<file path="src/hdl/rhlc_pkg.sv">
// Package of shared constants and types for the region handle LRU cache.
`default_nettype none
package rhlc_pkg;

   localparam int DEF_WAYS         = 8;
   localparam int DEF_REGION_SHIFT = 5;
   localparam int CHUNK_W          = 24;
   localparam int EV_W             = 19;
   localparam int SLOT_W           = 3;

   typedef enum logic [2:0] {
      PH_IDLE = 3'b001,
      PH_CMP  = 3'b010,
      PH_UPD  = 3'b100
   } phase_type;

   // Broadcast update strobes from the controller to every cell.
   typedef struct packed {
      logic upd;
      logic wr_tag;
      logic inc_all;
   } cell_ctl_type;

endpackage
`default_nettype wire

</file>
<file path="src/hdl/rhlc_cell.sv">
// One cache slot: tag pair, recency rank, and its links in the lookup chain.
`default_nettype none
module rhlc_cell #(
   parameter int WAYS  = rhlc_pkg::DEF_WAYS,
   parameter int TAG_W = rhlc_pkg::CHUNK_W - rhlc_pkg::DEF_REGION_SHIFT,
   parameter int INDEX = 0
) (
   input  wire                       clock,
   input  wire                       reset,
   input  wire                       valid,
   input  wire  [TAG_W-1:0]          look_x,
   input  wire  [TAG_W-1:0]          look_z,
   input  wire  rhlc_pkg::cell_ctl_type ctl,
   input  wire  [$clog2(WAYS)-1:0]   upd_tgt,
   input  wire  [$clog2(WAYS)-1:0]   upd_thr,
   input  wire                       lo_hit_seen,
   input  wire  [$clog2(WAYS)-1:0]   lo_hit_idx,
   input  wire  [$clog2(WAYS)-1:0]   lo_hit_rank,
   input  wire                       lo_vic_seen,
   input  wire  [$clog2(WAYS)-1:0]   lo_vic_idx,
   input  wire  [TAG_W-1:0]          lo_vic_x,
   input  wire  [TAG_W-1:0]          lo_vic_z,
   output logic                      hi_hit_seen,
   output logic [$clog2(WAYS)-1:0]   hi_hit_idx,
   output logic [$clog2(WAYS)-1:0]   hi_hit_rank,
   output logic                      hi_vic_seen,
   output logic [$clog2(WAYS)-1:0]   hi_vic_idx,
   output logic [TAG_W-1:0]          hi_vic_x,
   output logic [TAG_W-1:0]          hi_vic_z
);

   localparam int IW = $clog2(WAYS);
   localparam logic [IW-1:0] MY_IDX   = IW'(INDEX);
   localparam logic [IW-1:0] OLDEST   = IW'(WAYS - 1);

   logic [TAG_W-1:0] tag_x_ff, tag_x_in;
   logic [TAG_W-1:0] tag_z_ff, tag_z_in;
   logic [IW-1:0]    rank_ff, rank_in;
   logic             my_hit, my_sel, my_vic, is_tgt;

   // lowest matching slot wins; the oldest slot is taken as victim
   always_comb begin
      my_hit      = valid && (tag_x_ff == look_x) && (tag_z_ff == look_z);
      my_sel      = my_hit && !lo_hit_seen;
      hi_hit_seen = lo_hit_seen || my_hit;
      hi_hit_idx  = my_sel ? MY_IDX : lo_hit_idx;
      hi_hit_rank = my_sel ? rank_ff : lo_hit_rank;
      my_vic      = valid && (rank_ff == OLDEST);
      hi_vic_seen = lo_vic_seen || my_vic;
      hi_vic_idx  = my_vic ? MY_IDX : lo_vic_idx;
      hi_vic_x    = my_vic ? tag_x_ff : lo_vic_x;
      hi_vic_z    = my_vic ? tag_z_ff : lo_vic_z;
   end

   always_comb begin
      is_tgt   = (upd_tgt == MY_IDX);
      rank_in  = rank_ff;
      tag_x_in = tag_x_ff;
      tag_z_in = tag_z_ff;
      if (ctl.upd) begin
         if (is_tgt) begin
            rank_in = '0;
            if (ctl.wr_tag) begin
               tag_x_in = look_x;
               tag_z_in = look_z;
            end
         end else if (valid && (ctl.inc_all || (rank_ff < upd_thr))) begin
            rank_in = rank_ff + IW'(1);
         end
      end
   end

   always_ff @(posedge clock) begin
      if (reset) begin
         rank_ff <= '0;
      end else begin
         rank_ff <= rank_in;
      end
   end

   always_ff @(posedge clock) begin
      tag_x_ff <= tag_x_in;
      tag_z_ff <= tag_z_in;
   end

endmodule
`default_nettype wire

</file>
<file path="src/hdl/region_handle_lru_cache_unit.sv">
// Top level of the fully associative LRU cache of region tags.
// Usage:
//   Request channel (req_*): one chunk coordinate pair plus open_ok per
//   transaction, taken when req_valid is high and req_stall is low.
//   Response channel (rsp_*): exactly one response transaction per request,
//   in request order, taken when rsp_valid is high and rsp_stall is low.
//   A taken request is registered, its compare phase registers the decision
//   and its update phase loads the response register. The slots form a
//   chain of cells; the compare phase runs the tag compare and victim search
//   along the chain, the update phase broadcasts the recency update. The
//   next request can be taken in the update phase.
//   Stall: a response held by rsp_stall sits in the output register; the
//   update of the following request waits until that register frees, and
//   req_stall stays high meanwhile.
//   Reset (synchronous, active high): empties the cache (fill count and
//   ranks cleared) and drops any response in flight. Tags need no clearing:
//   slots at or above the fill count are never compared.
`default_nettype none
module region_handle_lru_cache_unit #(
   parameter int WAYS         = rhlc_pkg::DEF_WAYS,
   parameter int REGION_SHIFT = rhlc_pkg::DEF_REGION_SHIFT
) (
   input  wire                                  clock,
   input  wire                                  reset,
   input  wire                                  req_valid,
   output logic                                 req_stall,
   input  wire  signed [rhlc_pkg::CHUNK_W-1:0]  req_chunk_x,
   input  wire  signed [rhlc_pkg::CHUNK_W-1:0]  req_chunk_z,
   input  wire                                  req_open_ok,
   output logic                                 rsp_valid,
   input  wire                                  rsp_stall,
   output logic                                 rsp_found,
   output logic        [rhlc_pkg::SLOT_W-1:0]   rsp_slot,
   output logic                                 rsp_was_hit,
   output logic                                 rsp_evicted,
   output logic signed [rhlc_pkg::EV_W-1:0]     rsp_evicted_region_x,
   output logic signed [rhlc_pkg::EV_W-1:0]     rsp_evicted_region_z
);

   localparam int TAG_W = rhlc_pkg::CHUNK_W - REGION_SHIFT;
   localparam int IW    = $clog2(WAYS);
   localparam int FW    = $clog2(WAYS + 1);
   localparam logic [FW-1:0] FULL_CNT = FW'(WAYS);
   localparam logic [IW-1:0] OLDEST   = IW'(WAYS - 1);

   // phase control
   rhlc_pkg::phase_type phase_ff, phase_in;
   logic take_req, out_free, go;

   // request held through compare and update
   logic [TAG_W-1:0] look_x_ff, look_x_in;
   logic [TAG_W-1:0] look_z_ff, look_z_in;
   logic             open_ff, open_in;
   logic signed [rhlc_pkg::CHUNK_W-1:0] shx, shz;

   // fill count
   logic [FW-1:0] filled_ff, filled_in;

   // registered decision from the compare cycle
   logic          dec_upd_ff, dec_upd_in;
   logic          dec_wr_ff, dec_wr_in;
   logic          dec_inc_ff, dec_inc_in;
   logic          dec_grow_ff, dec_grow_in;
   logic [IW-1:0] dec_tgt_ff, dec_tgt_in;
   logic [IW-1:0] dec_thr_ff, dec_thr_in;
   logic          dec_found_ff, dec_found_in;
   logic          dec_hit_ff, dec_hit_in;
   logic          dec_ev_ff, dec_ev_in;
   logic [rhlc_pkg::EV_W-1:0] dec_evx_ff, dec_evx_in;
   logic [rhlc_pkg::EV_W-1:0] dec_evz_ff, dec_evz_in;
   logic [rhlc_pkg::CHUNK_W-1:0] vic_x_wide, vic_z_wide;
   logic [7:0]    slot_wide;

   // response register
   logic                           rsp_valid_ff, rsp_valid_in;
   logic                           rsp_found_ff, rsp_hit_ff, rsp_ev_ff;
   logic [rhlc_pkg::SLOT_W-1:0]    rsp_slot_ff;
   logic [rhlc_pkg::EV_W-1:0]      rsp_evx_ff, rsp_evz_ff;

   // cell chain links
   logic            hit_seen [WAYS+1];
   logic [IW-1:0]   hit_idx  [WAYS+1];
   logic [IW-1:0]   hit_rank [WAYS+1];
   logic            vic_seen [WAYS+1];
   logic [IW-1:0]   vic_idx  [WAYS+1];
   logic [TAG_W-1:0] vic_x   [WAYS+1];
   logic [TAG_W-1:0] vic_z   [WAYS+1];
   logic [WAYS-1:0] slot_valid;
   rhlc_pkg::cell_ctl_type cell_ctl;

   // free the output register when it is empty or being drained this cycle
   assign out_free  = !rsp_valid_ff || !rsp_stall;
   assign go        = (phase_ff == rhlc_pkg::PH_UPD) && out_free;
   assign req_stall = !((phase_ff == rhlc_pkg::PH_IDLE) || go);
   assign take_req  = req_valid && !req_stall;

   always_comb begin
      phase_in = phase_ff;
      unique case (phase_ff)
         rhlc_pkg::PH_IDLE: if (take_req) phase_in = rhlc_pkg::PH_CMP;
         rhlc_pkg::PH_CMP:  phase_in = rhlc_pkg::PH_UPD;
         rhlc_pkg::PH_UPD: begin
            if (go) phase_in = take_req ? rhlc_pkg::PH_CMP : rhlc_pkg::PH_IDLE;
         end
         default:           phase_in = rhlc_pkg::PH_IDLE;
      endcase
   end

   // floor-shift the chunk coordinates into region tags on entry
   always_comb begin
      shx       = req_chunk_x >>> REGION_SHIFT;
      shz       = req_chunk_z >>> REGION_SHIFT;
      look_x_in = take_req ? shx[TAG_W-1:0] : look_x_ff;
      look_z_in = take_req ? shz[TAG_W-1:0] : look_z_ff;
      open_in   = take_req ? req_open_ok : open_ff;
   end

   // chain ends: nothing seen below slot 0
   assign hit_seen[0] = 1'b0;
   assign hit_idx[0]  = '0;
   assign hit_rank[0] = '0;
   assign vic_seen[0] = 1'b0;
   assign vic_idx[0]  = '0;
   assign vic_x[0]    = '0;
   assign vic_z[0]    = '0;

   assign cell_ctl.upd     = go && dec_upd_ff;
   assign cell_ctl.wr_tag  = dec_wr_ff;
   assign cell_ctl.inc_all = dec_inc_ff;

   for (genvar k = 0; k < WAYS; k++) begin : g_cell
      assign slot_valid[k] = (FW'(k) < filled_ff);
      rhlc_cell #(
         .WAYS  (WAYS),
         .TAG_W (TAG_W),
         .INDEX (k)
      ) u_cell (
         .clock       (clock),
         .reset       (reset),
         .valid       (slot_valid[k]),
         .look_x      (look_x_ff),
         .look_z      (look_z_ff),
         .ctl         (cell_ctl),
         .upd_tgt     (dec_tgt_ff),
         .upd_thr     (dec_thr_ff),
         .lo_hit_seen (hit_seen[k]),
         .lo_hit_idx  (hit_idx[k]),
         .lo_hit_rank (hit_rank[k]),
         .lo_vic_seen (vic_seen[k]),
         .lo_vic_idx  (vic_idx[k]),
         .lo_vic_x    (vic_x[k]),
         .lo_vic_z    (vic_z[k]),
         .hi_hit_seen (hit_seen[k+1]),
         .hi_hit_idx  (hit_idx[k+1]),
         .hi_hit_rank (hit_rank[k+1]),
         .hi_vic_seen (vic_seen[k+1]),
         .hi_vic_idx  (vic_idx[k+1]),
         .hi_vic_x    (vic_x[k+1]),
         .hi_vic_z    (vic_z[k+1])
      );
   end

   // compare cycle: decide hit, fill, evict or refused miss and hold the outcome
   always_comb begin
      vic_x_wide   = rhlc_pkg::CHUNK_W'(signed'(vic_x[WAYS]));
      vic_z_wide   = rhlc_pkg::CHUNK_W'(signed'(vic_z[WAYS]));
      dec_upd_in   = 1'b0;
      dec_wr_in    = 1'b0;
      dec_inc_in   = 1'b0;
      dec_grow_in  = 1'b0;
      dec_tgt_in   = '0;
      dec_thr_in   = '0;
      dec_found_in = 1'b0;
      dec_hit_in   = 1'b0;
      dec_ev_in    = 1'b0;
      dec_evx_in   = '0;
      dec_evz_in   = '0;
      if (hit_seen[WAYS]) begin
         dec_upd_in   = 1'b1;
         dec_tgt_in   = hit_idx[WAYS];
         dec_thr_in   = hit_rank[WAYS];
         dec_found_in = 1'b1;
         dec_hit_in   = 1'b1;
      end else if (open_ff) begin
         dec_upd_in   = 1'b1;
         dec_wr_in    = 1'b1;
         dec_found_in = 1'b1;
         if (filled_ff != FULL_CNT) begin
            // fill the next unused slot; every filled slot ages
            dec_inc_in  = 1'b1;
            dec_grow_in = 1'b1;
            dec_tgt_in  = filled_ff[IW-1:0];
         end else begin
            dec_tgt_in = vic_idx[WAYS];
            dec_thr_in = OLDEST;
            dec_ev_in  = 1'b1;
            dec_evx_in = vic_x_wide[rhlc_pkg::EV_W-1:0];
            dec_evz_in = vic_z_wide[rhlc_pkg::EV_W-1:0];
         end
      end
   end

   always_comb begin
      filled_in    = (go && dec_grow_ff) ? filled_ff + FW'(1) : filled_ff;
      rsp_valid_in = go ? 1'b1 : (rsp_valid_ff && rsp_stall);
      slot_wide    = 8'(dec_tgt_ff);
   end

   always_ff @(posedge clock) begin
      if (reset) begin
         phase_ff     <= rhlc_pkg::PH_IDLE;
         filled_ff    <= '0;
         rsp_valid_ff <= 1'b0;
      end else begin
         phase_ff     <= phase_in;
         filled_ff    <= filled_in;
         rsp_valid_ff <= rsp_valid_in;
      end
   end

   // payload: request, decision and response registers
   always_ff @(posedge clock) begin
      look_x_ff <= look_x_in;
      look_z_ff <= look_z_in;
      open_ff   <= open_in;
      if (phase_ff == rhlc_pkg::PH_CMP) begin
         dec_upd_ff   <= dec_upd_in;
         dec_wr_ff    <= dec_wr_in;
         dec_inc_ff   <= dec_inc_in;
         dec_grow_ff  <= dec_grow_in;
         dec_tgt_ff   <= dec_tgt_in;
         dec_thr_ff   <= dec_thr_in;
         dec_found_ff <= dec_found_in;
         dec_hit_ff   <= dec_hit_in;
         dec_ev_ff    <= dec_ev_in;
         dec_evx_ff   <= dec_evx_in;
         dec_evz_ff   <= dec_evz_in;
      end
      if (go) begin
         rsp_found_ff <= dec_found_ff;
         rsp_slot_ff  <= dec_found_ff ? slot_wide[rhlc_pkg::SLOT_W-1:0] : '0;
         rsp_hit_ff   <= dec_hit_ff;
         rsp_ev_ff    <= dec_ev_ff;
         rsp_evx_ff   <= dec_evx_ff;
         rsp_evz_ff   <= dec_evz_ff;
      end
   end

   assign rsp_valid            = rsp_valid_ff;
   assign rsp_found            = rsp_found_ff;
   assign rsp_slot             = rsp_slot_ff;
   assign rsp_was_hit          = rsp_hit_ff;
   assign rsp_evicted          = rsp_ev_ff;
   assign rsp_evicted_region_x = signed'(rsp_evx_ff);
   assign rsp_evicted_region_z = signed'(rsp_evz_ff);

endmodule
`default_nettype wire

</file>
<file path="config.mk">
export PLATFORM = sky130hd
export DESIGN_NAME = region_handle_lru_cache_unit
export DESIGN_NICKNAME = d
export VERILOG_FILES = /design/src/hdl/rhlc_pkg.sv /design/src/hdl/rhlc_cell.sv /design/src/hdl/region_handle_lru_cache_unit.sv
export SDC_FILE = /design/constraint.sdc
export NUM_CORES = 1
export LEC_CHECK = 0
export ABC_AREA = 0
export ABC_CLOCK_PERIOD_IN_PS = 8400
export BUFFER_PORTS_ARGS = -buffer_cell sky130_fd_sc_hd__buf_2
export CAP_MARGIN = 20
export CORE_MARGIN = 2
export CORE_UTILIZATION = 45
export DETAILED_ROUTE_END_ITERATION = 12
export GPL_ROUTABILITY_DRIVEN = 0
export PLACE_DENSITY = 0.62
export SLEW_MARGIN = 20
export SYNTH_ARGS = -nofsm -noshare
export SYNTH_HDL_FRONTEND = slang
export SYNTH_SLANG_ARGS = --single-unit
</file>
<file path="constraint.sdc">
create_clock -name clock -period 8.4 [get_ports clock]
set_input_delay 1.68 -clock clock [delete_from_list [all_inputs] [get_ports clock]]
set_output_delay 1.68 -clock clock [all_outputs]
set_load 0.005 [all_outputs]
</file>
Word-level counts from Yosys, hierarchy flattened:

Index checks and enable logic that the tools add are counted.

* bits in registers: 468
* output and inout port bits: 46
* input bits: 53

* bitwise logic cells: 1
* equal/unequal tests: 37
* reductions and logical operators: 99
* mux-type cells: 69
* $add $sub $neg: 9
* $lt $le $gt $ge: 16

Operators by type and width (count)
* == test 19 bit: 16
* 2-to-1 mux 19 bit: 16
* 2-to-1 mux 3 bit: 40
* logical AND 1 bit: 44
* == test 3 bit (second input constant): 13
* adder 3 x 1 -> 3 bit (second input constant): 8
* less-than comparator 3 bit: 8
* AND reduction 3 bit: 8
* AND reduction 2 bit: 9
* logical OR 1 bit: 17
* less-than comparator 3 x 4 -> 1 bit (first input constant): 4
* nonzero test 2 bit: 8
* zero test 1 bit: 10
* 2-to-1 mux 2 bit: 5
* == test 3 x 2 -> 1 bit (second input constant): 3
* case mux 3 bit (3 select lines): 1
* less-than comparator 1 x 4 -> 1 bit (first input constant): 2
* less-than comparator 2 x 4 -> 1 bit (first input constant): 2
* 2-to-1 mux 1 bit: 7
* == test 3 x 1 -> 1 bit (second input constant): 2
* adder 4 x 1 -> 4 bit (second input constant): 1
* != test 2 bit (second input constant): 2
* != test 4 bit (second input constant): 1
* zero test 3 bit: 1
* 3 further kinds: 3

Longest topological paths before layout:

* depth after elaboration: 13
* depth in mapped cells: 12

Hierarchy:

A second synthesis with hierarchy kept.

* cells, all modules: 1616
* area total of the unflattened synthesis: 23407.4 µm²

By module, submodules not included
* rhlc_cell at g_cell[1].u_cell ...: cells each 169, seq. area each 1201.2 µm², area each 2322.2 µm², times used 3
* region_handle_lru_cache_unit: cells each 255, seq. area each 4124.0 µm², area each 4823.4 µm², times used 1
* rhlc_cell at g_cell[0].u_cell: cells each 173, seq. area each 1201.2 µm², area each 2343.5 µm², times used 1
* rhlc_cell at g_cell[5].u_cell: cells each 169, seq. area each 1201.2 µm², area each 2321.0 µm², times used 1
* rhlc_cell at g_cell[3].u_cell: cells each 170, seq. area each 1201.2 µm², area each 2319.7 µm², times used 1
* rhlc_cell at g_cell[6].u_cell: cells each 173, seq. area each 1201.2 µm², area each 2317.2 µm², times used 1
* rhlc_cell at g_cell[7].u_cell: cells each 169, seq. area each 1201.2 µm², area each 2316.0 µm², times used 1

Worst setup path after synthesis:

OpenSTA, ideal clock, no wires.

* path type: input -> register
* start: input port rsp_stall
* end: register g_cell[3].u_cell.tag_x_ff[0] (enable)
* data arrival time: 6.190 ns
* stages: 4
* setup time: 0.433 ns
* data required time: 7.967 ns
* slack: 1.777 ns
* cell sequence: and2_1 -> nor2_1 -> nand3_1 -> nor2_1

* longest elaborated chain between the ends: 5

Ends and longest elaborated chain
* from (decl): line region_handle_lru_cache_unit.sv:31 `input wire rsp_stall,`
* zero test 1 bit: line region_handle_lru_cache_unit.sv:92 `assign out_free = !rsp_valid_ff || !rsp_stall;`
* logical OR 1 bit: line region_handle_lru_cache_unit.sv:92
* logical AND 1 bit: line region_handle_lru_cache_unit.sv:93 `assign go = (phase_ff == rhlc_pkg::PH_UPD) && out_free;`
* named net go: line region_handle_lru_cache_unit.sv:48 `logic take_req, out_free, go;`
* logical AND 1 bit: line region_handle_lru_cache_unit.sv:127 `assign cell_ctl.upd = go && dec_upd_ff;`
* AND reduction 3 bit (no source line)
* to (signal assigned): line rhlc_cell.sv:82 `tag_x_ff <= tag_x_in;`
* to (decl): line rhlc_cell.sv:36 `logic [TAG_W-1:0] tag_x_ff, tag_x_in;`

The timed path passes the listed nets, and every way through them passes these cells.
A chain may end at the register's enable or synchronous reset.

Worst setup path in the final report:

* start: register look_z_ff[8]
* end: register dec_thr_ff[1] (data pin)

* longest elaborated chain between the ends: 12
* elaborated cells on any way between the ends: 46
* those cells by class: 8 x eq/ne; 9 x mux; 29 x reduce/logical

Ends and longest elaborated chain
* from (decl): line region_handle_lru_cache_unit.sv:52 `logic [TAG_W-1:0] look_z_ff, look_z_in;`
* from (signal assigned): line region_handle_lru_cache_unit.sv:224 `look_z_ff <= look_z_in;`
* == test 19 bit: line rhlc_cell.sv:43 `my_hit = valid && (tag_x_ff == look_x) && (tag_z_ff == look_z);`
* logical AND 1 bit: line rhlc_cell.sv:43
* zero test 1 bit or logical OR 1 bit (tied branches): line rhlc_cell.sv:44, rhlc_cell.sv:45
* logical AND 1 bit (tied with other cells): line rhlc_cell.sv:44 `my_sel = my_hit && !lo_hit_seen;`
* 2-to-1 mux 3 bit (tied with other cells) (5 in series): line rhlc_cell.sv:47 `hi_hit_rank = my_sel ? rank_ff : lo_hit_rank;`
* 2-to-1 mux 3 bit or logical AND 1 bit (tied branches): line rhlc_cell.sv:47, rhlc_cell.sv:44
* 2-to-1 mux 3 bit: line rhlc_cell.sv:47
* 2-to-1 mux 3 bit *: line region_handle_lru_cache_unit.sv:178 `if (hit_seen[WAYS]) begin`
* named net dec_thr_in[1]: line region_handle_lru_cache_unit.sv:65 `logic [IW-1:0] dec_thr_ff, dec_thr_in;`
* to (signal assigned): line region_handle_lru_cache_unit.sv:232 `dec_thr_ff <= dec_thr_in;`
* to (decl): line region_handle_lru_cache_unit.sv:65

The timed path passes the listed nets; every way through them passes the cells marked *.

==> key figures <==
Global route
  • Gr usage total: 0.2442
  • Largest net degree at the start of global routing: 50
  • First-pass GRT wire length: 88510 um
  • Antenna violations before repair: 1
  • Number of global-route vias before repair: 13520
  • Grt total ovfl: 0

CTS
  • Reg clk slew, reported paths: 60 ps
  • Sink Count: 468
  • Hold buffers post-CTS: 0
  • Post-CTS setup buffer count: 0
  • Post-cts sizing count: 0
  • CTS tree: built
  • H-tree depth: 2
  • CTS Buffer Depth: 3
  • Clock latency on the worst-skew pair: 590 ps
  • TritonCTS buffer count: 50
  • CTS root buf: clkbuf_16

Synth
  • List of most frequent post-synthesis cells: 436 x edfxtp_1, 237 x xnor2_1, 97 x a21oi_1, 88 x o21ai_0, 72 x nor2_1
  • Flops & latches, synth: 468
  • Mapped Area: 21410 um^2
  • Cell variety after synth: 57
  • Synth async-reset ratio: 0
  • Post-synth EDFFs: 436
  • Synth Instances: 1583
  • Post-synthesis sequential area ratio: 0.6415
  • Yosys top cell by area: edfxtp_1
  • Share of the synthesized area in the top cell type: 0.6115
  • Dominant cells by area after synthesis: edfxtp_1 61%, xnor2_1 9.7%, dfxtp_1 3.0%
  • Top_reg_cell synth: edfxtp_1
  • Synth Net Count: 1670
  • Ys Warns: 0
  • Synth Area per Inst: 13.52 um^2
  • Most frequent cell after synthesis: edfxtp_1

Placement
  • Placed wire-length estimate: 42690 um
  • Buffers on Ports: 88
  • Cells after DPL: 2218
  • Placed Instance Area: 22600 um^2

Timing
  • Worst Hold Slack: 416.1 ps
  • Slew Viols, Final: 0
  • Clock Skew: 27.74 ps
  • RSZ-0062 raised after global routing: no
  • Tmin final: 4365 ps
  • Final setup violating endpoints: 0
  • Worst Max-Slew Pin Slew: 1151 ps
  • Max Fclk: 229.1 MHz
  • Crit share post-route: 0.5197
  • Sum Neg Setup Slack: 0 ps
  • Final hold violations: 0
  • Slew margin rel.: 0.2253

Setup path
  • Cell family with most CP delay: simple AND/OR/NAND/NOR gates
  • Worst path slowest cell: edfxtp_1
  • Reg2Reg Depth: 10
  • Startpoint types: flop
  • Worst path cell trace: xnor2_1, nand4_1, nor4_1, and3_1, or4b_4, nor2_4, nand3_4, inv_2, a211o_1, o21bai_1
  • FF-to-FF End: dec_thr_ff[1]
  • Worst-path fanout max: 39
  • Data required, critical path: 8740 ps
  • Kind of critical path: flop to flop
  • R2R Path Start: look_z_ff[8]
  • Buf/Inv on CP: 1
  • Crit path DAT: 4700 ps
  • R2r setup slk: 4030 ps
  • Crit-path max cell delay: 1040 ps
  • Crit. End Element: flop

Layout
  • Ant. Diodes: 0
  • Area growth syn-to-layout: 12.69%
  • Multi-input gate area: 7276 um^2
  • Final #Nets: 1750
  • Layout cell share with drive strength beyond 1: 0.1296
  • Filler instances: 3911
  • Register area: 13730 um^2
  • Design area: 24130 um^2
  • Non-Filler Instances: 2305

Worst hold path
  • Hold_sp: dec_hit_ff
  • Worst hold stages: 0
  • Worst Hold Class: flop to flop
  • WHS Endpoint: rsp_was_hit

Detailed routing
  • Via count: 13770
  • Antenna-violating nets left: 0
  • DRT iter0 DRCs: 1622
  • DR DRC count: 0
  • Final wirelength: 60300 um
  • Wire per inst: 26.16 um
  • DR pass1 iterations: 7
  • Vias per cell: 5.974

Status
  • Run status: finished clean

Floorplanning
  • Starting Density: 0.4579
  • Site Rows: 79
  • Die Ht: 222.1 um
  • DIE AREA: 49340 um^2
  • Die width: 222.1 um
  • Core area: 46750 um^2
  • I/O pin count: 99

Job
  • Max_cap viols: 0

Power and ir drop
  • Clock power frac: 0.429
  • Design Power: 4.924 mW
  • Sequential power share: 0.534
  • Max VDD drop: 0.1395 mV
  • Internal power: 3.855 mW
  • Combinational power share: 0.037
  • Sw Share: 0.2170
  • NetSw: 1.068 mW
  • Leakage: 7.605 nW
  • Power density over cell area: 204.1 nW/um^2
## routing by layer
layer / wire [um] / global-route usage / part of all wire / vias up
li1: - / - / - / 6200
met1: 26030 / 0.3465 / 0.43 / 6844
met2: 26750 / 0.3666 / 0.44 / 617
met3: 4756 / 0.04466 / 0.079 / 109
met4: 2763 / 0.1096 / 0.046 / 0
met5: 0 / 0 / 0 / -
## cell families (layout without fill, tap and decap cells)
| family | count (synthesis) | after routing | synth area share |
|---|---|---|---|
| flops | 468 | 468 | 0.6415 |
| compound gates | 336 | 336 | 0.1037 |
| simple gates | 323 | 323 | 0.08305 |
| xor+xnor | 306 | 306 | 0.1252 |
| buf+inv | 108 | 223 | 0.02291 |
| fa+ha+maj | 34 | 34 | 0.01987 |
| mux | 8 | 8 | 0.003857 |
## power groups by stage
| stage | Sequential (mW) | Clock (mW) | Combinational [mW] |
|---|---|---|---|
| 2_1_floorplan | 2.64 | 0 | 0.133 |
| 3_3_place_gp | 2.67 | 0 | 0.181 |
| 3_5_place_dp | 2.68 | 0 | 0.183 |
| 4_1_cts | 2.63 | 2.15 | 0.184 |
| 5_1_grt | 2.63 | 2.24 | 0.194 |
| 6_report | 2.63 | 2.11 | 0.183 |
## registers in the layout, summed over array words and instances (netlist names), 3 cells and up
| register | count |
|---|---|
| rsp_evicted_region_x | 19 |
| rsp_evicted_region_z | 19 |
| dec_tgt_ff | 3 |
| g_cell.u_cell.tag_z_ff | 152 |
| look_z_ff | 19 |
| phase_ff | 3 |
| g_cell.u_cell.tag_x_ff | 152 |
| dec_evz_ff | 19 |
| g_cell.u_cell.rank_ff | 24 |
| dec_evx_ff | 19 |
| look_x_ff | 19 |
| rsp_slot | 3 |
| dec_thr_ff | 3 |
| filled_ff | 4 |
## layout make-up
class,count,share of cell area
Clock buffer,61,0.05357
Inverter,12,0.001867
Sequential cell,468,0.5692
Multi-Input combinational cell,1007,0.3016
Clock inverter,26,0.009802
Timing Repair Buffer,124,0.03247
Tap cell,607,0.03148
## cells in the final DEF, fill, tap and decap left out, drive strengths merged, types with 61 or more instances in the layout
cell type and n:
a21oi 97, buf 124, clkbuf 61, edfxtp 436, nand4 62, nor2 73
o21ai 88, xnor2 237, xor2 69
## worst max path at each step
stage / slack (ps) / from / to / depth (start not counted)
final: 4030 / look_z_ff[8] / dec_thr_ff[1] / 10
after floorplan: 1780 / rsp_stall / g_cell[3].u_cell.tag_x_ff[0] / 4
after CTS: 4150 / look_z_ff[8] / dec_thr_ff[1] / 10
after global routing: 3900 / look_z_ff[8] / dec_thr_ff[1] / 10
after detailed placement: 4070 / rsp_stall / g_cell[3].u_cell.tag_x_ff[7] / 5
after global placement: 3960 / rsp_stall / g_cell[7].u_cell.tag_x_ff[0] / 5
## stage by stage
stage | utilization | setup slack [ps]
2_1_floorplan | - | 1777
4_1_cts | 0.5160 | 4147
3_3_place_gp | 0.4811 | 3961
3_5_place_dp | 0.4833 | 4074
6_report | 0.5160 | 4035
5_1_grt | 0.5160 | 3903
## worst reg2reg max path, cell delays in order, from the launching register on
cell      delay [ps]
edfxtp_1        1040
xnor2_1          220
nand4_1          200
nor4_1          1010
and3_1           400
or4b_4           210
nor2_4            70
nand3_4          390
inv_2            170
a211o_1          270
o21bai_1         150
Note: power is estimated with default switching activity, not from simulation.
